<file path="src/rtl/adam_sqrt_pipe.sv">
// adam_sqrt_pipe: pipelined digit-by-digit integer square root, one root
// bit per stage, with a tag riding alongside; no package dependency
module adam_sqrt_pipe #(
  parameter int ROOT_W = 28,
  parameter int TAG_W  = 8
) (
  input  logic                clk_i,
  input  logic                rst_ni,
  input  logic                en_i,
  input  logic                valid_i,
  input  logic [2*ROOT_W-1:0] x_i,
  input  logic [TAG_W-1:0]    tag_i,
  output logic                valid_o,
  output logic [ROOT_W-1:0]   root_o,
  output logic [TAG_W-1:0]    tag_o
);

  logic [ROOT_W-1:0]   vld_q;
  logic [ROOT_W:0]     rem_q  [ROOT_W];
  logic [ROOT_W:0]     rem_d  [ROOT_W];
  logic [ROOT_W-1:0]   root_q [ROOT_W];
  logic [ROOT_W-1:0]   root_d [ROOT_W];
  logic [2*ROOT_W-1:0] x_q    [ROOT_W];
  logic [2*ROOT_W-1:0] x_d    [ROOT_W];
  logic [TAG_W-1:0]    tag_q  [ROOT_W];
  logic [TAG_W-1:0]    tag_d  [ROOT_W];

  always_comb begin
    logic [ROOT_W:0]     rem_in;
    logic [ROOT_W-1:0]   root_in;
    logic [2*ROOT_W-1:0] x_in;
    logic [TAG_W-1:0]    tag_in;
    logic [ROOT_W+2:0]   trial_rem;
    logic [ROOT_W+2:0]   trial;
    logic [ROOT_W+2:0]   diff;
    logic                ge;
    for (int i = 0; i < ROOT_W; i++) begin
      if (i == 0) begin
        rem_in  = '0;
        root_in = '0;
        x_in    = x_i;
        tag_in  = tag_i;
      end else begin
        rem_in  = rem_q[i-1];
        root_in = root_q[i-1];
        x_in    = x_q[i-1];
        tag_in  = tag_q[i-1];
      end
      trial_rem = {rem_in, x_in[2*ROOT_W-1 -: 2]};
      trial     = {1'b0, root_in, 2'b01};
      diff      = trial_rem - trial;
      ge        = trial_rem >= trial;
      rem_d[i]  = ge ? diff[ROOT_W:0] : trial_rem[ROOT_W:0];
      root_d[i] = {root_in[ROOT_W-2:0], ge};
      x_d[i]    = {x_in[2*ROOT_W-3:0], 2'b00};
      tag_d[i]  = tag_in;
    end
  end

  always_ff @(posedge clk_i or negedge rst_ni) begin
    if (!rst_ni) begin
      vld_q <= '0;
    end else if (en_i) begin
      vld_q <= {vld_q[ROOT_W-2:0], valid_i};
    end
  end

  always_ff @(posedge clk_i) begin
    if (en_i) begin
      for (int i = 0; i < ROOT_W; i++) begin
        rem_q[i]  <= rem_d[i];
        root_q[i] <= root_d[i];
        x_q[i]    <= x_d[i];
        tag_q[i]  <= tag_d[i];
      end
    end
  end

  assign valid_o = vld_q[ROOT_W-1];
  assign root_o  = root_q[ROOT_W-1];
  assign tag_o   = tag_q[ROOT_W-1];

  a_rem_bound: assert property (@(posedge clk_i) disable iff (!rst_ni)
    vld_q[ROOT_W-1] |-> rem_q[ROOT_W-1] <= {root_q[ROOT_W-1], 1'b0})
    else $error("root not floor");
  a_hold: assert property (@(posedge clk_i) disable iff (!rst_ni)
    !en_i |=> $stable(valid_o)) else $error("root pipe moved while held");
  a_enter: assert property (@(posedge clk_i) disable iff (!rst_ni)
    en_i && valid_i |=> vld_q[0]) else $error("item lost at root entry");

endmodule

</file>
<file path="config.mk">
export PLATFORM = sky130hd
export DESIGN_NAME = adam_sqrt_pipe
export DESIGN_NICKNAME = d
export VERILOG_FILES = /design/src/rtl/adam_sqrt_pipe.sv
export SDC_FILE = /design/constraint.sdc
export NUM_CORES = 2
export LEC_CHECK = 0
export BUFFER_PORTS_ARGS = -buffer_cell sky130_fd_sc_hd__buf_2
export CAP_MARGIN = 25
export CORE_UTILIZATION = 49
export CTS_CLUSTER_SIZE = 8
export DETAILED_ROUTE_END_ITERATION = 10
export PLACE_DENSITY_LB_ADDON = 0.2
export SLEW_MARGIN = 15
export SYNTH_ARGS = -nofsm -noshare
export SYNTH_HDL_FRONTEND = slang
export SYNTH_SLANG_ARGS = --single-unit
</file>
<file path="constraint.sdc">
create_clock -name clk_i -period 3.82 [get_ports clk_i]
set_input_delay 0.764 -clock clk_i [delete_from_list [all_inputs] [get_ports clk_i]]
set_output_delay 0.764 -clock clk_i [all_outputs]
set_load 0.03 [all_outputs]
</file>
# Yosys cells after proc, flatten, opt, wreduce, memory -nomap -nowiden
# Memories as Yosys holds them, arrays and structs flattened.
# Cells that the tools add are included.
# op_classes
order_cmp	28
n_addsub	28
muxes	30
# ops
operator	n
31-bit by 30-bit >= comparator with 1-bit output	27
29-bit 2-to-1 mux	28
29-bit subtractor	27
2-bit by 1-bit subtractor with 3-bit output (second input constant)	1
2-bit by 1-bit >= comparator with 1-bit output (second input constant)	1
1-bit 2-to-1 mux	2
# word_totals
elab_cells	91
ram_bits	3332
n_memories	4
output_inout_bits	37
inputBits	68
reg_bits	28
# mem_list
name	words	word_bits	rd	rd_ports_with_merged_regs	write_ports	line_no	text
x_q	28	54	27	0	28	23	logic [2*ROOT_W-1:0] x_q [ROOT_W];
rem_q	28	29	27	0	28	19	logic [ROOT_W:0] rem_q [ROOT_W];
root_q	28	28	28	0	28	21	logic [ROOT_W-1:0] root_q [ROOT_W];
tag_q	28	8	28	0	28	25	logic [TAG_W-1:0] tag_q [ROOT_W];

# Logic depth before layout (Yosys ltp)
# An unclocked memory read counts as a cell.
# depth
depth_word	3
depth_mapped	14
ltp_nobuf	12

# Worst setup path before layout
# Ideal clock, no wire load.
# synth_timing
path_type	reg2reg
from	memory rem_q[0][158] (netlist name)
to	memory rem_q[0][190] (netlist name) (data pin)
t_arrival_ps	3073
setup_slack_ps	486
stages_incl_launch_ff	11
setup_ps	261
t_required_ps	3559
n_path_buf	1
path_cell_list	edfxtp_1 or4_1 or3_1 or3_1 or3_4 nor4_2 or3b_1 buf_6 nand4_4 nor2_1 xor2_1
# synth_lines
item	line_no
start: declaration	19

==> results.txt <==
----------------------------------------------------
[Critical path]
  Startpoint Class ... register
  Highest net fanout along the worst path ... 5
  Worst Setup End Kind ... register
  Crit path required time ... 4.42 ns
  Class of the most critical setup path ... register to register
  Arrival time at the worst endpoint ... 4.24 ns

[Logic synthesis]
  Cell types occupying the most area after synthesis ... sky130_fd_sc_hd__edfxtp_1 66%, sky130_fd_sc_hd__ha_1 5.7%, sky130_fd_sc_hd__xnor2_1 3.1%
  Fraction of synthesis flops using an asynchronous set or reset pin ... 1.30%
  Syn nets ... 7,610
  Flop and latch count out of synthesis ... 2,157
  Library cell occupying the most area in the post-synthesis netlist ... sky130_fd_sc_hd__edfxtp_1
  Prevailing post-synth register cell ... sky130_fd_sc_hd__edfxtp_1
  Share of the synthesized area in the top cell type ... 66.4%
  Post-synth top cells ... 2,129 x sky130_fd_sc_hd__edfxtp_1, 524 x sky130_fd_sc_hd__inv_1, 457 x sky130_fd_sc_hd__nand2_1, 436 x sky130_fd_sc_hd__ha_1, 431 x sky130_fd_sc_hd__nor2_1
  Total standard cell area after synthesis ... 96,300 um2
  Cells after synthesis ... 7,106
  Count leader, synth ... sky130_fd_sc_hd__edfxtp_1
  Post-synth EDFFs ... 2,129
  Distinct cells, synth ... 87
  Synthesized area per cell ... 13.6 um2
  Share of synthesized area occupied by flip-flops and latches ... 67.1%
  YS warnings ... 0

[Pwr]
  LEAKAGE ... 41.9 nW
  Share of total power consumed by net switching ... 25.8%
  Internal power of the cells ... 49.5 mW
  Largest vdd supply drop ... 0.379 mV
  Share of power burned in the clock network ... 35.8%
  Share of power burned in registers ... 47.1%
  Pwr per Cell Area ... 608 nW/um2
  Switching Power ... 17.2 mW
  Combinational power share ... 17.1%

[STA]
  Number of setup violations in the final report ... 0
  Worst path setup slack after routing ... 0.177 ns
  Final Hold Vio Count ... 0
  Post-Route Skew ... 0.0632 ns
  Final critical-path required period ... 3.64 ns
  Maximum operating frequency ... 275 MHz
  Slew at the pin closest to its max-slew limit ... 0.955 ns
  Max transition margin ... 35.5%
  Fraction of the cycle the final worst path needs ... 95.4%
  Setup repair after global routing missed its margin ... no
  Slew Limit Fails ... 0
  Total negative slack ... 0 ns

[Clock tree]
  TritonCTS clock tree ... done
  Clock root buffer ... sky130_fd_sc_hd__clkbuf_16
  Clock-pin transition on the worst setup and hold timing paths ... 0.05 ns
  Sink Count ... 2,157
  Bufs on Longest Clock Path ... 4
  Htree depth ... 5
  Number of CTS-inserted buffers ... 320
  Later-pin clock latency in the skew report ... 0.92 ns

[Final layout]
  Synth-to-layout area growth ... 13.9%
  Antenna diode count ... 0
  Layout cells sized above 1 ... 9.53%
  Net total in the final layout ... 8,070

[Route]
  1st-pass router iterations ... 6
  Vias per inst ... 5.44
  Average wire per cell in the routed design ... 17.3 um
  Detailed router's first-iteration violation count ... 3,513
  Routed WL ... 177,000 um
  DRC violations left ... 0
  Via count ... 55,600
  Antenna Violating Nets Remaining ... 0

[Floorplanning]
  Die area ... 198,000 um2
  Number of I/O pins ... 105
  Placeable core area ... 195,000 um2
  Die span in y ... 445 um
  Initial standard-cell utilization of the core ... 49.4%
  Horizontal extent of the die ... 445 um
  Number of rows in the core area ... 162

[Placed design]
  RD Place Congestion ... 0.996
  HPWL reported at the end of detailed placement ... 122,000 um
  Post-Place Worst Slack ... 0.228 ns
  Number of buffer cells added on primary ports ... 104

[Global route]
  Via count of the first global-routing pass ... 55,100
  Global-route wire length before repair ... 282,000 um
  Number of antenna violations at the first check in global routing ... 0
  Total gr overflow ... 0
  Largest net degree at the start of global routing ... 118
  Aggregate global-route resource usage ... 17.6%

[Run]
  Max Cap Viol ... 0

[Status]
  Run status ... finished clean

[Min path]
  Path class of the lowest-slack min-delay path ... primary input to register

----------------------------------------------------
## power by group through the flow
stage / clock network [mW] / registers [mW] / logic (mW)
finish: 23.9 / 31.4 / 11.4
detailed placement: 0 / 31.8 / 11.2
global placement: 0 / 31.7 / 11.0
global route: 25.6 / 31.6 / 12.7
floorplan: 0 / 31.1 / 8.35
CTS: 24.7 / 31.4 / 11.3
## routing by layer
metal / share of wire, % / GRT usage (%) / vias to the layer above
met5: 0 / 0 / -
met4: 4.5 / 8.63 / 0
met3: 4.2 / 2.86 / 498
met2: 48 / 29.7 / 1309
met1: 43 / 22.1 / 26600
li1: - / - / 27200
## worst max-delay path, cell delays in order (launching register included)
cell                       delay, ns
sky130_fd_sc_hd__edfxtp_1       0.34
sky130_fd_sc_hd__inv_1          0.05
sky130_fd_sc_hd__ha_1           0.34
sky130_fd_sc_hd__nor2b_1        0.16
sky130_fd_sc_hd__o31a_1         0.27
sky130_fd_sc_hd__or3_1          0.34
sky130_fd_sc_hd__a21oi_1        0.40
sky130_fd_sc_hd__o31ai_1        0.20
sky130_fd_sc_hd__or4_1          0.43
sky130_fd_sc_hd__a31o_2         0.29
sky130_fd_sc_hd__nor4b_1        0.39
sky130_fd_sc_hd__xor2_1         0.12
## per-stage QoR
step	std cells	area (um2)	hold WS (ns)	total power, mW	utilization [%]
after floorplan	7106	96300	0.400	39.4	-
after global placement	9814	101000	0.400	42.7	51.7
after detailed placement	9814	101000	0.405	43.0	51.7
after CTS	10200	110000	0.000116	67.4	56.3
after global routing	10200	110000	0.0134	69.9	56.3
final	10200	110000	0.0751	66.7	56.3
## state kept, by name (all words and copies together), names as in the netlist
signal	flops
x_q	756
rem_q	743
root_q	406
tag_q	224
vld_q	28
## layout by cell type, fill, tap and decap left out, drive strengths merged, types with 87 or more instances in the layout
cell type,count
clkbuf,347
buf,232
nor4,89
mux2,88
nand3,120
xnor2,342
ha,436
nor2,431
o21a,87
a21oi,418
a21o,178
nor3,163
xor2,270
nand2,457
inv,534
o21ai,344
edfxtp,2129
## path summary, 6_finish.rpt
kind                               startpoint            to  cells after the start  slack [ns]
worst max-delay path            root_q[1][28]  rem_q[1][84]                     11        0.18
worst min-delay path                  x_i[11]    x_q[0][11]                      1        0.08
worst max register to register  root_q[1][28]  rem_q[1][84]                     11        0.18
worst min register to register    x_q[0][235]   x_q[0][291]                      0        0.38
max in group asynchronous              rst_ni      vld_q[6]                      2        2.99
min in group asynchronous              rst_ni     vld_q[20]                      2        0.42
## area by class of cell
cell class                      instances  area, um2
Clock inverter                          9        104
Clock buffer                          347       8220
Timing Repair Buffer                  286       2340
Multi-Input combinational cell       4273      29200
Tap cell                             2624       3280
Inverter                              528       1980
Sequential cell                      2157      64600
Fill cell                           15500      85200
## logic make-up after synthesis
logic type / count (synthesis) / synth area share, %
AOI/OAI and AO/OA: 1370 / 8.88
xor gates and xnor gates: 612 / 5.57
adders and majority gates: 436 / 5.66
buffers and inverters: 676 / 2.65
DFF: 2157 / 67.1
muxes: 98 / 1.13
other: 1 / 0.00389
and+or+nand+nor: 1756 / 9.00
## what timing repair did
| item | 4_1_cts | 5_1_grt |
|---|---|---|
| endpoints found under the setup margin | 0 | 2 |
| endpoints found under the hold margin | 81 | 0 |
| hold buffers | 54 | 0 |
| resized for setup | 0 | 1 |
| setup buffers | 0 | 0 |
No activity file was read; power rests on OpenSTA's default activity.
