## src/rtl/adam_div_pipe.sv

```systemverilog
// adam_div_pipe: pipelined restoring unsigned divider, one quotient bit
// per stage, with a tag riding alongside; no package dependency
module adam_div_pipe #(
  parameter int NUM_W = 32,
  parameter int DEN_W = 16,
  parameter int TAG_W = 8
) (
  input  logic             clk_i,
  input  logic             rst_ni,
  input  logic             en_i,
  input  logic             valid_i,
  input  logic [NUM_W-1:0] num_i,
  input  logic [DEN_W-1:0] den_i,
  input  logic [TAG_W-1:0] tag_i,
  output logic             valid_o,
  output logic [NUM_W-1:0] quot_o,
  output logic [TAG_W-1:0] tag_o
);

  logic [NUM_W-1:0] vld_q;
  logic [DEN_W-1:0] rem_q [NUM_W];
  logic [DEN_W-1:0] rem_d [NUM_W];
  logic [NUM_W-1:0] sh_q  [NUM_W];
  logic [NUM_W-1:0] sh_d  [NUM_W];
  logic [DEN_W-1:0] den_q [NUM_W];
  logic [DEN_W-1:0] den_d [NUM_W];
  logic [TAG_W-1:0] tag_q [NUM_W];
  logic [TAG_W-1:0] tag_d [NUM_W];

  always_comb begin
    logic [DEN_W-1:0] rem_in;
    logic [NUM_W-1:0] sh_in;
    logic [DEN_W-1:0] den_in;
    logic [TAG_W-1:0] tag_in;
    logic [DEN_W:0]   trial;
    logic [DEN_W:0]   diff;
    logic             ge;
    for (int i = 0; i < NUM_W; i++) begin
      if (i == 0) begin
        rem_in = '0;
        sh_in  = num_i;
        den_in = den_i;
        tag_in = tag_i;
      end else begin
        rem_in = rem_q[i-1];
        sh_in  = sh_q[i-1];
        den_in = den_q[i-1];
        tag_in = tag_q[i-1];
      end
      trial    = {rem_in, sh_in[NUM_W-1]};
      diff     = trial - {1'b0, den_in};
      ge       = trial >= {1'b0, den_in};
      rem_d[i] = ge ? diff[DEN_W-1:0] : trial[DEN_W-1:0];
      sh_d[i]  = {sh_in[NUM_W-2:0], ge};
      den_d[i] = den_in;
      tag_d[i] = tag_in;
    end
  end

  always_ff @(posedge clk_i or negedge rst_ni) begin
    if (!rst_ni) begin
      vld_q <= '0;
    end else if (en_i) begin
      vld_q <= {vld_q[NUM_W-2:0], valid_i};
    end
  end

  always_ff @(posedge clk_i) begin
    if (en_i) begin
      for (int i = 0; i < NUM_W; i++) begin
        rem_q[i] <= rem_d[i];
        sh_q[i]  <= sh_d[i];
        den_q[i] <= den_d[i];
        tag_q[i] <= tag_d[i];
      end
    end
  end

  assign valid_o = vld_q[NUM_W-1];
  assign quot_o  = sh_q[NUM_W-1];
  assign tag_o   = tag_q[NUM_W-1];

  a_den_nz: assert property (@(posedge clk_i) disable iff (!rst_ni)
    valid_i |-> den_i != '0) else $error("divide by zero");
  a_rem_lt: assert property (@(posedge clk_i) disable iff (!rst_ni)
    vld_q[NUM_W-1] |-> rem_q[NUM_W-1] < den_q[NUM_W-1]) else $error("remainder not reduced");
  a_hold: assert property (@(posedge clk_i) disable iff (!rst_ni)
    !en_i |=> $stable(valid_o)) else $error("divider moved while held");

endmodule

```

## config.mk

```make
export PLATFORM = sky130hd
export DESIGN_NAME = adam_div_pipe
export DESIGN_NICKNAME = d
export VERILOG_FILES = /design/src/rtl/adam_div_pipe.sv
export SDC_FILE = /design/constraint.sdc
export NUM_CORES = 2
export LEC_CHECK = 0
export ABC_AREA = 1
export ABC_CLOCK_PERIOD_IN_PS = 2300
export BUFFER_PORTS_ARGS = -buffer_cell sky130_fd_sc_hd__buf_2
export CORE_ASPECT_RATIO = 0.6
export CORE_MARGIN = 4
export CORE_UTILIZATION = 40
export DETAILED_ROUTE_END_ITERATION = 10
export PLACE_DENSITY = 0.61
export SYNTH_ARGS = -nofsm -noshare
export SYNTH_HDL_FRONTEND = slang
export SYNTH_SLANG_ARGS = --single-unit
```

## constraint.sdc

```tcl
create_clock -name clk_i -period 2.3 [get_ports clk_i]
set_input_delay 0.345 -clock clk_i [delete_from_list [all_inputs] [get_ports clk_i]]
set_output_delay 0.345 -clock clk_i [all_outputs]
set_load 0.05 [all_outputs]
```

### After elaboration in Yosys (flattened, before gate mapping)

Memory sizes are Yosys's and may differ from the RTL's.
Index checks and enable logic that the tools add are counted.
Widths: inputs -> output; s select.

* memory bits (writable): 2304
* register bits: 32
* memories: 4

* order comparisons: 32
* add/sub/neg operators: 32
* muxes and demuxes: 34

Memory list
* sh_q: words 32, width 32, rd ports 32, clocked after memory_dff 0, wr ports 32, line 23 `logic [NUM_W-1:0] sh_q [NUM_W];`
* den_q: words 32, width 16, rd ports 31, clocked after memory_dff 0, wr ports 32, line 25 `logic [DEN_W-1:0] den_q [NUM_W];`
* rem_q: words 32, width 16, rd ports 31, clocked after memory_dff 0, wr ports 32, line 21 `logic [DEN_W-1:0] rem_q [NUM_W];`
* tag_q: words 32, width 8, rd ports 32, clocked after memory_dff 0, wr ports 32, line 27 `logic [TAG_W-1:0] tag_q [NUM_W];`

Operators with widths (count)
* $ge 17x16->1: 31
* $mux 16: 32
* $sub 16x16->16: 31
* $ge 1x16->1: 1
* $sub 1x16->16: 1
* $mux 1: 2

### Longest topological paths before layout

* word-level depth: 2
* depth in mapped cells: 15
* depth with buffers taken out: 13

### Worst setup path before layout

Ideal clock, no wire load.

* path type: register to register
* start point: memory den_q[8][0], in the netlist den_q[0][128]
* end point: memory rem_q[9][8], in the netlist rem_q[0][152] (data pin)
* stages on the path, launching flop included: 10
* arrival: 1.686 ns
* setup slack: 0.361 ns
* data required time: 2.047 ns
* library setup time: 0.253 ns
* cells stage by stage: edfxtp_1 ha_1 fa_1 inv_1 nand3_1 nand3_1 a21oi_1 or2_2 nand3_1 nand2_1

RTL lines (line)
* start, declared: 25
* end, declared: 21

==> impl_metrics.ini <==
[run_status]
status = complete, but fails checks
failing_checks = negative setup slack

[die]
die_area_mm2 = 0.286
floorplan.io_pins = 101
initial_utilization_pct = 40.3
core_mm2 = 0.275
fp-row-count = 149
chipHeight_um = 416
fp.dieW_um = 688

[global_route]
grt_use_total_pct = 18.5
vias_in_the_first_global_route = 70700
largest_net_degree_at_the_start_of_global_routing = 145
grt_overflow = 0
number_of_antenna_violations_at_the_first_check_in_global_routing = 9
grt_first_pass_wirelength_um = 415000

[sta]
post-route-min-period_ns = 2.30
maxSlewViolCount = 0
setup_total_negative_slack_ns = -0.000318
finalSetupViolCount = 1
timing.max_slew.rel_slack_pct = 59.0
finalHoldViolations = 0
worst-slew-pin-transition_ns = 0.616
timing.final.ws_setup_ns = -0.000318
clock.fmax_mhz = 435
skew_ns = 0.0866
post-route-period-util_pct = 100

[worst_setup_path]
worst_path_most_repeated_cell = sky130_fd_sc_hd__nand2_1
arrival_ns = 2.90
worstPathBufferInverterCount = 2
timing.rr.end = rem_q[1][126]
r2r-start = rem_q[1][104]
crit_path_max_fanout = 3
cp_top_family = simple AND/OR/NAND/NOR gates
timing.critical_path.from_type = register
cpPeakStageDelay_ns = 0.43
critical_path_required_ns = 2.90
cpMaxStageDelayCell = sky130_fd_sc_hd__edfxtp_1
worst_setup_path_end_kind = register
crit_chain = ha_1 > buf_4 > nand2_1 > nand2_1 > inv_1 > nand2_1 > a21oi_1 > nand2_1 > nand2_1 > nand2_1 > nand2_1 > nand2_1
worst-setup-path-type = register to register
regToRegSetupSlack_ns = -0.0003
number_of_cells_on_the_worst_reg_to_reg_path = 12

[route]
route.detailed.vias_per_inst = 4.81
via_count = 76000
antenna_violating_nets_post_route = 0
drt-wirelength-per-cell_um = 17.2
totalWireLength_um = 272000
drt_pre_antenna_iters = 6
drc = 0
drt_first_iter_violations = 7326

[synth]
yosys.cell_count.top_type = sky130_fd_sc_hd__nand2_1
netlist_top_cells_area = sky130_fd_sc_hd__edfxtp_1 62%, sky130_fd_sc_hd__nand2_1 12%, sky130_fd_sc_hd__inv_1 6.5%
synth_top_area_share_pct = 61.5
synth.yosys.warnings = 0
async_flop_share_pct = 1.39
synthCells = 10900
top_cells_by_count_synth = 3690 x sky130_fd_sc_hd__nand2_1, 2272 x sky130_fd_sc_hd__edfxtp_1, 1923 x sky130_fd_sc_hd__inv_1
synth.largest_area_cell = sky130_fd_sc_hd__edfxtp_1
share_of_the_yosys_chip_area_belonging_to_registers_pct = 62.3
postSynthRegisterBits = 2304
synth_enable_flop_cells = 2272
postSynthAreaPerCell_um2 = 10.2
synth.lib_cells_used.distinct = 45
netlist_area_mm2 = 0.111
syn_nets = 11500
synth_top_flop_cell = sky130_fd_sc_hd__edfxtp_1

[pwr]
power.total_mw = 168
powerDensity_mw_per_mm2 = 1270
ir_drop_mv = 0.763
cellLeakagePower_nw = 60.6

[worst_hold_path]
timing.hold.worst.class = input port to register
hold_depth = 2
holdCritStartpoint = num_i[6]
hold_path_end = sh_q[0][7]

[layout]
drive_above_1_share_pct = 15.3
area_of_all_placed_cells_without_fillers_mm2 = 0.133
stdcell_count = 15800
area_delta_synth_final_pct = 19.6
final_core_util_pct = 48.2
fin_nets = 12500

[cts]
worstSkewPairLatency_ns = 0.91
clock_pin_slew_worst_setup_and_hold_paths_ns = 0.07
tritoncts = built
h-tree-depth = 4
clk_path_buf_depth = 4
cts_buffers = 225
root_buffer = sky130_fd_sc_hd__clkbuf_16
clock_sink_count = 2304

[placed_design]
gp_congestion = 0.914
dpl.hpwl_um = 202000
placement.cell_area_mm2 = 0.121
port-buffer-count = 100
post-place-cells = 15200

[flow_run]
drv.max_cap_violation_count = 0
==> metal layers <==
| metal | track usage (%) | vias to the layer above | routed length (um) |
|---|---|---|---|
| met2 | 22.7 | 2190 | 97900 |
| li1 | - | 37600 | - |
| met1 | 32.3 | 35900 | 149000 |
| met4 | 3.07 | 6 | 3660 |
| met3 | 3.79 | 267 | 21500 |
| met5 | 0 | - | 36 |
==> layout by cell type (no fill, tap or decap), types with 123 or more instances in the layout <==
| cell type | instances |
|---|---|
| sky130_fd_sc_hd__ha_1 | 334 |
| sky130_fd_sc_hd__nor2_1 | 360 |
| sky130_fd_sc_hd__nand2_2 | 143 |
| sky130_fd_sc_hd__a21oi_1 | 277 |
| sky130_fd_sc_hd__ha_4 | 123 |
| sky130_fd_sc_hd__nand4_1 | 133 |
| sky130_fd_sc_hd__nand2_1 | 3587 |
| sky130_fd_sc_hd__buf_4 | 733 |
| sky130_fd_sc_hd__xor2_1 | 142 |
| sky130_fd_sc_hd__inv_1 | 1898 |
| sky130_fd_sc_hd__nand3_1 | 782 |
| sky130_fd_sc_hd__edfxtp_1 | 2272 |
| sky130_fd_sc_hd__clkbuf_16 | 231 |
==> cells by family after synthesis <==
kind of cell    Yosys count  share of synthesized area [%]
compound gates          372                           1.79
xor+xnor                184                           1.45
fa+ha+maj               528                           6.16
buf+inv                2089                           7.60
flops                  2304                           62.3
mux                       2                         0.0203
simple gates           5401                           20.7
==> layout make-up <==
class	count	area [um2]
fill	25200	143000
clock inverter	152	1700
multi-input combinational	6491	36000
clock buffer	259	5890
inverter	1939	7280
tap	3699	4630
antenna	1	2.50
timing repair buffer	968	8060
sequential	2304	69000
==> stage by stage <==
stage          hold WS, ns  worst slack (ns)
2_1_floorplan       0.0494             0.361
3_3_place_gp         0.400            -0.286
3_5_place_dp         0.405            -0.276
4_1_cts             0.0606          0.000299
5_1_grt              0.108           -0.0286
6_report             0.162         -0.000318
==> power by group <==
| group | switching [mW] | internal [mW] | leakage (nW) |
|---|---|---|---|
| logic | 43.0 | 26.5 | 34.3 |
| clock network | 16.4 | 21.8 | 3.69 |
| registers | 4.65 | 55.8 | 22.7 |
==> worst reg2reg max path, cell delays in order (launching register included) <==
cell	delay, ns
sky130_fd_sc_hd__edfxtp_1	0.43
sky130_fd_sc_hd__ha_1	0.38
sky130_fd_sc_hd__buf_4	0.18
sky130_fd_sc_hd__nand2_1	0.05
sky130_fd_sc_hd__nand2_1	0.11
sky130_fd_sc_hd__inv_1	0.07
sky130_fd_sc_hd__nand2_1	0.14
sky130_fd_sc_hd__a21oi_1	0.36
sky130_fd_sc_hd__nand2_1	0.09
sky130_fd_sc_hd__nand2_1	0.07
sky130_fd_sc_hd__nand2_1	0.06
sky130_fd_sc_hd__nand2_1	0.06
sky130_fd_sc_hd__nand2_1	0.05
==> state kept, by name (all words and copies together), names as in the netlist <==
| signal | count |
|---|---|
| sh_q | 1024 |
| den_q | 496 |
| rem_q | 496 |
| tag_q | 256 |
| vld_q | 32 |
==> worst max path at each step <==
stage | end | start | slack (ns) | depth (start not counted)
after floorplan | rem_q[0][152] | den_q[0][128] | 0.36 | 9
after global placement | rem_q[1][154] | den_q[1][138] | -0.29 | 13
after detailed placement | rem_q[1][152] | den_q[1][138] | -0.28 | 13
after CTS | rem_q[1][16] | rem_q[1][13] | 0.0003 | 9
after global routing | rem_q[1][32] | den_q[1][26] | -0.03 | 10
final | rem_q[1][126] | rem_q[1][104] | -0.0003 | 12
==> repair_timing <==
action                                  in CTS  in global routing
resized for setup                           35                452
pin swaps                                   12                 51
hold buffers                                61                  0
endpoints found under the hold margin      139                  0
endpoints found under the setup margin     202                446
buffers inserted                            29                 84
cloned                                       0                  5
(Power assumes the default switching activity.)
