===== src/rtl/adam_pkg.sv =====
// adam_pkg: shared types, widths, register codes and fixed-point helpers
// for the adam / sgd parameter update core; no dependencies
package adam_pkg;

  localparam int DATA_W     = 32;
  localparam int UDATA_W    = 31;
  localparam int FRAC_W     = 24;
  localparam int COEF_W     = 25;
  localparam int CNT_W      = 16;
  localparam int PROD_W     = 58;
  localparam int SQ_W       = 63;
  localparam int ROOT_W     = 28;
  localparam int DEN_W      = 29;
  localparam int GNUM_W     = 32;
  localparam int VNUM_W     = 55;
  localparam int QNUM_W     = 56;
  localparam int CFG_IDX_W  = 3;
  localparam int CFG_DATA_W = 32;

  localparam logic [COEF_W-1:0] COEF_ONE = COEF_W'(1) << FRAC_W;

  localparam logic [CFG_IDX_W-1:0] REG_MODE = 3'd0;
  localparam logic [CFG_IDX_W-1:0] REG_LR   = 3'd1;
  localparam logic [CFG_IDX_W-1:0] REG_B1   = 3'd2;
  localparam logic [CFG_IDX_W-1:0] REG_B2   = 3'd3;
  localparam logic [CFG_IDX_W-1:0] REG_EPS  = 3'd4;
  localparam logic [CFG_IDX_W-1:0] REG_CNT  = 3'd5;
  localparam logic [CFG_IDX_W-1:0] REG_BC1  = 3'd6;
  localparam logic [CFG_IDX_W-1:0] REG_BC2  = 3'd7;

  localparam logic MODE_ADAM = 1'b0;
  localparam logic MODE_SGD  = 1'b1;

  localparam logic signed [63:0] SMAX       = 64'sd2147483647;
  localparam logic signed [63:0] SMIN       = -64'sd2147483648;
  localparam logic signed [63:0] TRUNC_BIAS = (64'sd1 <<< FRAC_W) - 64'sd1;

  typedef struct packed {
    logic signed [DATA_W-1:0] weight_in;
    logic signed [DATA_W-1:0] grad_sum;
    logic signed [DATA_W-1:0] moment_one_in;
    logic [UDATA_W-1:0]       moment_two_in;
  } in_t;

  typedef struct packed {
    logic signed [DATA_W-1:0] weight_out;
    logic signed [DATA_W-1:0] moment_one_out;
    logic [UDATA_W-1:0]       moment_two_out;
  } out_t;

  typedef struct packed {
    logic              mode;
    logic [COEF_W-1:0] lr;
    logic [COEF_W-1:0] b1;
    logic [COEF_W-1:0] omb1;
    logic [COEF_W-1:0] b2;
    logic [COEF_W-1:0] omb2;
    logic [COEF_W-1:0] eps;
    logic [CNT_W-1:0]  n;
    logic [COEF_W-1:0] bc1;
    logic [COEF_W-1:0] bc2;
  } cfg_t;

  typedef struct packed {
    logic signed [DATA_W-1:0] w;
    logic signed [DATA_W-1:0] m_in;
    logic [UDATA_W-1:0]       v_in;
    logic signed [DATA_W-1:0] sgd_step;
    logic signed [DATA_W-1:0] m1;
    logic [UDATA_W-1:0]       v1;
    logic [DEN_W-1:0]         den;
    logic                     neg;
  } carry_t;

  function automatic logic signed [63:0] sx32(input logic signed [DATA_W-1:0] x);
    return {{(64-DATA_W){x[DATA_W-1]}}, x};
  endfunction

  function automatic logic signed [63:0] sxp(input logic signed [PROD_W-1:0] x);
    return {{(64-PROD_W){x[PROD_W-1]}}, x};
  endfunction

  // product scaled back by 2^frac, rounded toward zero
  function automatic logic signed [63:0] trunc_q(input logic signed [63:0] p);
    logic signed [63:0] bias;
    bias = p[63] ? TRUNC_BIAS : 64'sd0;
    return (p + bias) >>> FRAC_W;
  endfunction

  function automatic logic signed [DATA_W-1:0] sat_s(input logic signed [63:0] x);
    logic signed [63:0] c;
    if (x > SMAX) begin
      c = SMAX;
    end else if (x < SMIN) begin
      c = SMIN;
    end else begin
      c = x;
    end
    return c[DATA_W-1:0];
  endfunction

  function automatic logic [UDATA_W-1:0] sat_u(input logic signed [63:0] x);
    logic signed [63:0] c;
    if (x > SMAX) begin
      c = SMAX;
    end else if (x < 64'sd0) begin
      c = 64'sd0;
    end else begin
      c = x;
    end
    return c[UDATA_W-1:0];
  endfunction

endpackage


===== src/rtl/adam_cfg_regs.sv =====
// adam_cfg_regs: configuration register file with range clamping on write
// depends on adam_pkg
module adam_cfg_regs (
  input  logic                             clk_i,
  input  logic                             rst_ni,
  input  logic                             cfg_valid_i,
  input  logic [adam_pkg::CFG_IDX_W-1:0]   cfg_index_i,
  input  logic [adam_pkg::CFG_DATA_W-1:0]  cfg_data_i,
  output adam_pkg::cfg_t                   cfg_o
);
  import adam_pkg::*;

  cfg_t cfg_q, cfg_d;
  logic [COEF_W-1:0] raw;

  function automatic logic [COEF_W-1:0] clamp_coef(input logic [COEF_W-1:0] v,
                                                   input logic zero_is_one);
    if (v > COEF_ONE) begin
      return COEF_ONE;
    end
    if (zero_is_one && v == '0) begin
      return COEF_W'(1);
    end
    return v;
  endfunction

  assign raw = cfg_data_i[COEF_W-1:0];

  always_comb begin
    cfg_d = cfg_q;
    if (cfg_valid_i) begin
      unique case (cfg_index_i)
        REG_MODE: cfg_d.mode = cfg_data_i[0];
        REG_LR:   cfg_d.lr = raw;
        REG_B1: begin
          cfg_d.b1   = clamp_coef(raw, 1'b0);
          cfg_d.omb1 = COEF_ONE - clamp_coef(raw, 1'b0);
        end
        REG_B2: begin
          cfg_d.b2   = clamp_coef(raw, 1'b0);
          cfg_d.omb2 = COEF_ONE - clamp_coef(raw, 1'b0);
        end
        REG_EPS:  cfg_d.eps = clamp_coef(raw, 1'b1);
        REG_CNT:  cfg_d.n = (cfg_data_i[CNT_W-1:0] == '0) ? CNT_W'(1) : cfg_data_i[CNT_W-1:0];
        REG_BC1:  cfg_d.bc1 = clamp_coef(raw, 1'b1);
        REG_BC2:  cfg_d.bc2 = clamp_coef(raw, 1'b1);
        default: ;
      endcase
    end
  end

  always_ff @(posedge clk_i or negedge rst_ni) begin
    if (!rst_ni) begin
      cfg_q.mode <= MODE_ADAM;
      cfg_q.lr   <= 25'd16777;
      cfg_q.b1   <= 25'd15099494;
      cfg_q.omb1 <= 25'd1677722;
      cfg_q.b2   <= 25'd16760439;
      cfg_q.omb2 <= 25'd16777;
      cfg_q.eps  <= 25'd1;
      cfg_q.n    <= 16'd1;
      cfg_q.bc1  <= COEF_ONE;
      cfg_q.bc2  <= COEF_ONE;
    end else begin
      cfg_q <= cfg_d;
    end
  end

  assign cfg_o = cfg_q;

  a_b1_sum: assert property (@(posedge clk_i) disable iff (!rst_ni)
    cfg_q.b1 + cfg_q.omb1 == COEF_ONE) else $error("beta one pair inconsistent");
  a_b2_sum: assert property (@(posedge clk_i) disable iff (!rst_ni)
    cfg_q.b2 + cfg_q.omb2 == COEF_ONE) else $error("beta two pair inconsistent");
  a_bc_rng: assert property (@(posedge clk_i) disable iff (!rst_ni)
    cfg_q.bc1 != '0 && cfg_q.bc1 <= COEF_ONE && cfg_q.bc2 != '0 && cfg_q.bc2 <= COEF_ONE)
    else $error("bias correction out of range");
  a_div_nz: assert property (@(posedge clk_i) disable iff (!rst_ni)
    cfg_q.n != '0 && cfg_q.eps != '0) else $error("zero divisor term");

endmodule


===== config.mk =====
export PLATFORM = sky130hd
export DESIGN_NAME = adam_cfg_regs
export DESIGN_NICKNAME = d
export VERILOG_FILES = /design/src/rtl/adam_pkg.sv /design/src/rtl/adam_cfg_regs.sv
export SDC_FILE = /design/constraint.sdc
export NUM_CORES = 1
export LEC_CHECK = 0
export BUFFER_PORTS_ARGS = -buffer_cell sky130_fd_sc_hd__buf_4
export CORE_ASPECT_RATIO = 0.7
export CORE_MARGIN = 1
export CORE_UTILIZATION = 44
export DETAILED_ROUTE_END_ITERATION = 16
export HOLD_SLACK_MARGIN = 0.12
export MAX_ROUTING_LAYER = met4
export PLACE_DENSITY = 0.77
export SLEW_MARGIN = 20
export SYNTH_ARGS = -nofsm -noshare
export SYNTH_HDL_FRONTEND = slang
export SYNTH_SLANG_ARGS = --single-unit

===== constraint.sdc =====
create_clock -name clk_i -period 2.29 [get_ports clk_i]
set_clock_uncertainty 0.1 [all_clocks]
set_input_delay 0.458 -clock clk_i [delete_from_list [all_inputs] [get_ports clk_i]]
set_output_delay 0.458 -clock clk_i [all_outputs]
set_load 0.05 [all_outputs]

Word level (Yosys, flattened, before mapping)
Index checks and enable logic that the tools add are counted.
{"block": "totals", "out_inout_bits": 217, "regBits": 217, "elab_cells": 67}
{"block": "classes", "order_cmp": 1, "mux": 36, "n_reduce_logical": 11, "n_addsub": 2, "eq_ne": 7}
{"op": "$mux 25", "count": 14}
{"op": "$sub 25x25->25 const A", "count": 2}
{"op": "$gt 25x25->1 const B", "count": 1}
{"op": "$logic_not 25->1", "count": 1}
{"op": "$mux 1", "count": 21}
{"op": "$logic_not 16->1", "count": 1}
{"op": "$mux 16", "count": 1}
{"op": "$reduce_and 2->1", "count": 8}
{"op": "$eq 3x3->1 const B", "count": 4}
{"op": "$eq 3x2->1 const B", "count": 2}
{"op": "$eq 3x1->1 const B", "count": 1}
{"op": "$logic_not 3->1", "count": 1}

Depth between registers and ports, before layout
{"block": "depth", "word_depth": 9, "depth_mapped": 12}

Worst setup path after synthesis
OpenSTA, ideal clock, no wires.
{"block": "synth_timing", "kind": "input to register", "start": "input cfg_data_i[0] (netlist bit)", "end": "register cfg_q (netlist bit cfg_o[95])", "slack_ns": -0.818, "t_required_ns": 2.057, "n_path_buf": 3, "cell_stages": 12, "setup_time_ns": 0.133, "t_arrival_ns": 2.875, "path_cell_list": "clkbuf_1 -> nor4_1 -> nand4_1 -> o21ai_1 -> buf_2 -> nand2_1 -> ha_1 -> clkbuf_1 -> nand2_1 -> nor3_1 -> a211oi_1 -> o21ai_0"}
{"block": "synth_via", "elab_chain_len": 8}
{"element": "start, declared", "line": "adam_cfg_regs.sv:8", "source": "input logic [adam_pkg::CFG_DATA_W-1:0] cfg_data_i,"}
{"element": "$gt 25x25->1", "line": "adam_cfg_regs.sv:18", "source": "if (v > COEF_ONE) begin"}
{"element": "$mux 1", "line": "adam_cfg_regs.sv:18"}
{"element": "$mux 1", "line": "adam_cfg_regs.sv:32", "source": "unique case (cfg_index_i)"}
{"element": "$mux 1", "line": "adam_cfg_regs.sv:31", "source": "if (cfg_valid_i) begin"}
{"element": "$mux 25 *", "line": "adam_cfg_regs.sv:21", "source": "if (zero_is_one && v == '0) begin"}
{"element": "$mux 25 *", "line": "adam_cfg_regs.sv:32"}
{"element": "$mux 25 *", "line": "adam_cfg_regs.sv:31"}
{"element": "$sub 25x25->25 *", "line": "adam_cfg_regs.sv:41", "source": "cfg_d.omb2 = COEF_ONE - clamp_coef(raw, 1'b0);"}
{"element": "end signal, assigned", "line": "adam_cfg_regs.sv:65", "source": "cfg_q <= cfg_d;"}
{"element": "end, declared", "line": "adam_cfg_regs.sv:13", "source": "cfg_t cfg_q, cfg_d;"}
Mark *: on every way between the ends. The rest lies on a longest branch, timed or not. The select of a mux whose other input is x is not followed.
A chain may end at the register's enable or synchronous reset.

Final worst setup path
{"block": "layout_timing", "start": "input cfg_data_i[20] (netlist bit)", "end": "register cfg_q (netlist bit cfg_o[163])"}
{"block": "layout_via", "elab_chain_len": 8}
{"element": "$gt 25x25->1", "line": "adam_cfg_regs.sv:18"}
{"element": "$mux 1", "line": "adam_cfg_regs.sv:18"}
{"element": "$mux 1", "line": "adam_cfg_regs.sv:32"}
{"element": "$mux 1", "line": "adam_cfg_regs.sv:31"}
{"element": "$mux 25 *", "line": "adam_cfg_regs.sv:21"}
{"element": "$mux 25 *", "line": "adam_cfg_regs.sv:32"}
{"element": "$mux 25 *", "line": "adam_cfg_regs.sv:31"}
{"element": "$sub 25x25->25 *", "line": "adam_cfg_regs.sv:37", "source": "cfg_d.omb1 = COEF_ONE - clamp_coef(raw, 1'b0);"}
Marked as above.

==> metrics <==
Cell Rows=42; Worst path slowest cell=nor4_2; Multi-input gate area=~3000 um2; PortBufs=around 250; main combinational cell family by area after synthesis=simple AND/OR/NAND/NOR gates; final setup violation count=0; status=finished clean; gr ovfl total=0; CP max FO=8; CP Launch Type=primary input; Cell variety after synth=50; Clk pin slew, worst setup/hold paths=0.06 ns; Synth Register Bits=approximately 220; layout cells sized above 1=0.442; Post-Syn Area=between 8000 and 9000 um2; dpl hpwl=around 19000 um; Synth Instances=795; Worst R2R Setup Slack=1.39 ns; final hold vios=0; Routed Antenna Nets=0; fin area=about 12000 um2; WL final=between 20000 and 30000 um; Die Area=19900 um2; number of synthesized flops with an enable pin=0; first-pass GRT wire length=40200 um; Filler cells=approximately 1.6k; multiplexer share of the synthesized area=0.0579; Pre-Repair DR Iteration Count=4; largest net degree at the start of global routing=64; IR drop worst, VDD=0.711 mV; Avg WL per Cell=approximately 19 um; core area=18900 um2; CP Class=in -> reg; Hold Path Depth=3; Setup WS pre-CTS=-0.528 ns; main area contributors after synthesis=dfrtp_1 46%, dfstp_2 18%, o21ai_0 9.3%, nand2_1 9.1%, mux2_2 5.6%; Power Density=1090 nW/um2; relative slew slack=0.658; CTS Buf Count=21; Fmax=about 450 MHz; Top FF cell, synth=dfrtp_1; total number of vias=7120; period utilization=0.973; root buf cell=clkbuf_16; CTS Buffer Depth=3; Diodes inserted=0; # clock sinks=between 200 and 250; H-tree depth=1; CTS tree=done; vias per inst=5.30; Synth Area in Compound Gates=0.128; total track usage=0.268; simple-gate share of the synthesized area=0.133; CP Launch Point=cfg_data_i[20]; Yosys top cell by area=dfrtp_1; worst hold path type=in -> reg; Top-Level Pins=roughly 260; Fin Setup TNS=0 ns; number of flip-flops in the largest register=about 220; Pleak=~5.7 nW; Seq/Total Area, Yosys=0.640; Worst Path Required=approximately 2.6 ns; Layout area overhead=40.7%; mean area per synthesized cell=~11 um2; commonest non-fill, non-tap cell in the layout=buf_4; max incr delay on CP=0.30 ns; R2R Path Start=cfg_o[105]$_DFFE_PN1P_; Remaining DRCs=0; Starting Density=0.450; clk_lat worst skew=around 0.48 ns; Critical Path AT=about 2.5 ns; Syn. warnings=0; Cell Chain, Critical Path=buf_4 -> nor4_2 -> buf_4 -> nand4b_1 -> buf_4 -> o21ai_4 -> nand2_2 -> ha_4 -> nand4_1 -> buf_4 -> o31ai_1 -> and3_1 -> o22a_1; height of the die=118 um; Die Width=between 150 and 200 um; hold_sp=cfg_data_i[18]; Slew Viols, Final=0; Seq. cell area=5450 um2; actual slew at the worst max-slew pin=around 0.51 ns; adder-cell area share of the yosys netlist=0.00147; CP dominant cell by count=buf_4; nets=approximately 1.1k; worst setup margin=between 0.06 and 0.07 ns; placed cell area=11200 um2; vias in the first global route=roughly 7.0k; Iter 0 DRT Violations=around 510; GPL Wtd Cong=0.940; capturing element type of the critical path=register; Max-Cap Viols=0; WHS Endpoint=cfg_o[209]$_DFFE_PN0P_; Net Count, Synth=834; most frequent cells in the layout=321 x buf_4, 202 x nand2_1, 158 x dfrtp_1; Reg2Reg Depth=2; Yosys top cell area share=0.464; fin crit period=around 2.2 ns; initial antenna violation count=0; Synth Area in XOR/XNOR=0.0103; asr flop ratio synth=1.00; Worst R2R End=cfg_o[105]$_DFFE_PN1P_
## Yosys cell counts, types with 5 or more instances
master    number
nand2_1      206
dfrtp_1      158
o21ai_0      158
dfstp_2       57
clkbuf_1      50
mux2_2        42
o31ai_1       13
nor3_1        11
nand3_1        9
a21oi_1        8
nor4_1         7
xnor2_1        7
nand4_1        5
## critical path: cells and delay by family
kind	cells	cell delay [ns]
compound gates	3	0.42
fa+ha+maj	1	0.20
buf+inv	4	0.63
simple gates	5	0.80
## logic make-up (layout without fill, tap and decap cells)
kind of cell    Yosys count  after routing
compound gates          199            199
xor+xnor                 10             10
fa+ha+maj                 1              1
buf+inv                  61            368
flops                   215            215
mux                      44             44
simple gates            265            265
## worst max-delay path by stage
stage          cells past startpoint  slack, ns                     end
4_1_cts                           12       0.07  cfg_o[163]$_DFFE_PN0P_
5_1_grt                           13     -0.007  cfg_o[163]$_DFFE_PN0P_
2_1_floorplan                      7      -0.32  cfg_o[163]$_DFFE_PN0P_
3_3_place_gp                      12      -0.45  cfg_o[113]$_DFFE_PN0P_
6_report                          13       0.06  cfg_o[163]$_DFFE_PN0P_
3_5_place_dp                      12      -0.53  cfg_o[163]$_DFFE_PN0P_
## timing repair
action	4_1_cts	5_1_grt
endpoints found under the hold margin	45	0
cloned	0	0
hold buffers	1	0
setup endpoints to repair	3	6
pin swaps	0	3
setup buffers	0	3
gates resized for setup	1	0
## stage by stage
stage           util  cells  hold WS [ns]  total power (W)
2_1_floorplan      -    795        0.0624          0.00795
3_3_place_gp   0.595   1303         0.328          0.00947
3_5_place_dp   0.595   1303         0.336          0.00956
4_1_cts        0.632   1341         0.196           0.0131
5_1_grt        0.634   1344         0.219           0.0136
6_report       0.634   1344         0.217           0.0130
## layout make-up
type | count | share of cell area
Sequential cell | 215 | 0.455
Multi-Input combinational cell | 519 | 0.249
Timing Repair Buffer | 328 | 0.211
Clock buffer | 29 | 0.0489
Tap cell | 242 | 0.0253
Clock inverter | 8 | 0.00960
Inverter | 3 | 0.000939
## power by group
| part | leakage [nW] | switching (W) | total [W] | internal (W) |
|---|---|---|---|---|
| sequential | 2.62 | 0.000399 | 0.00496 | 0.00457 |
| combinational | 2.71 | 0.00323 | 0.00453 | 0.00129 |
| clock | 0.348 | 0.00142 | 0.00354 | 0.00212 |
## layer usage
layer	track usage	part of all wire	up-vias
met2	0.405	0.45	267
met1	0.374	0.45	3521
met3	0.0650	0.079	29
li1	-	-	3303
met4	0.0472	0.015	0
met5	-	0	-
No activity file was read; power rests on OpenSTA's default activity.
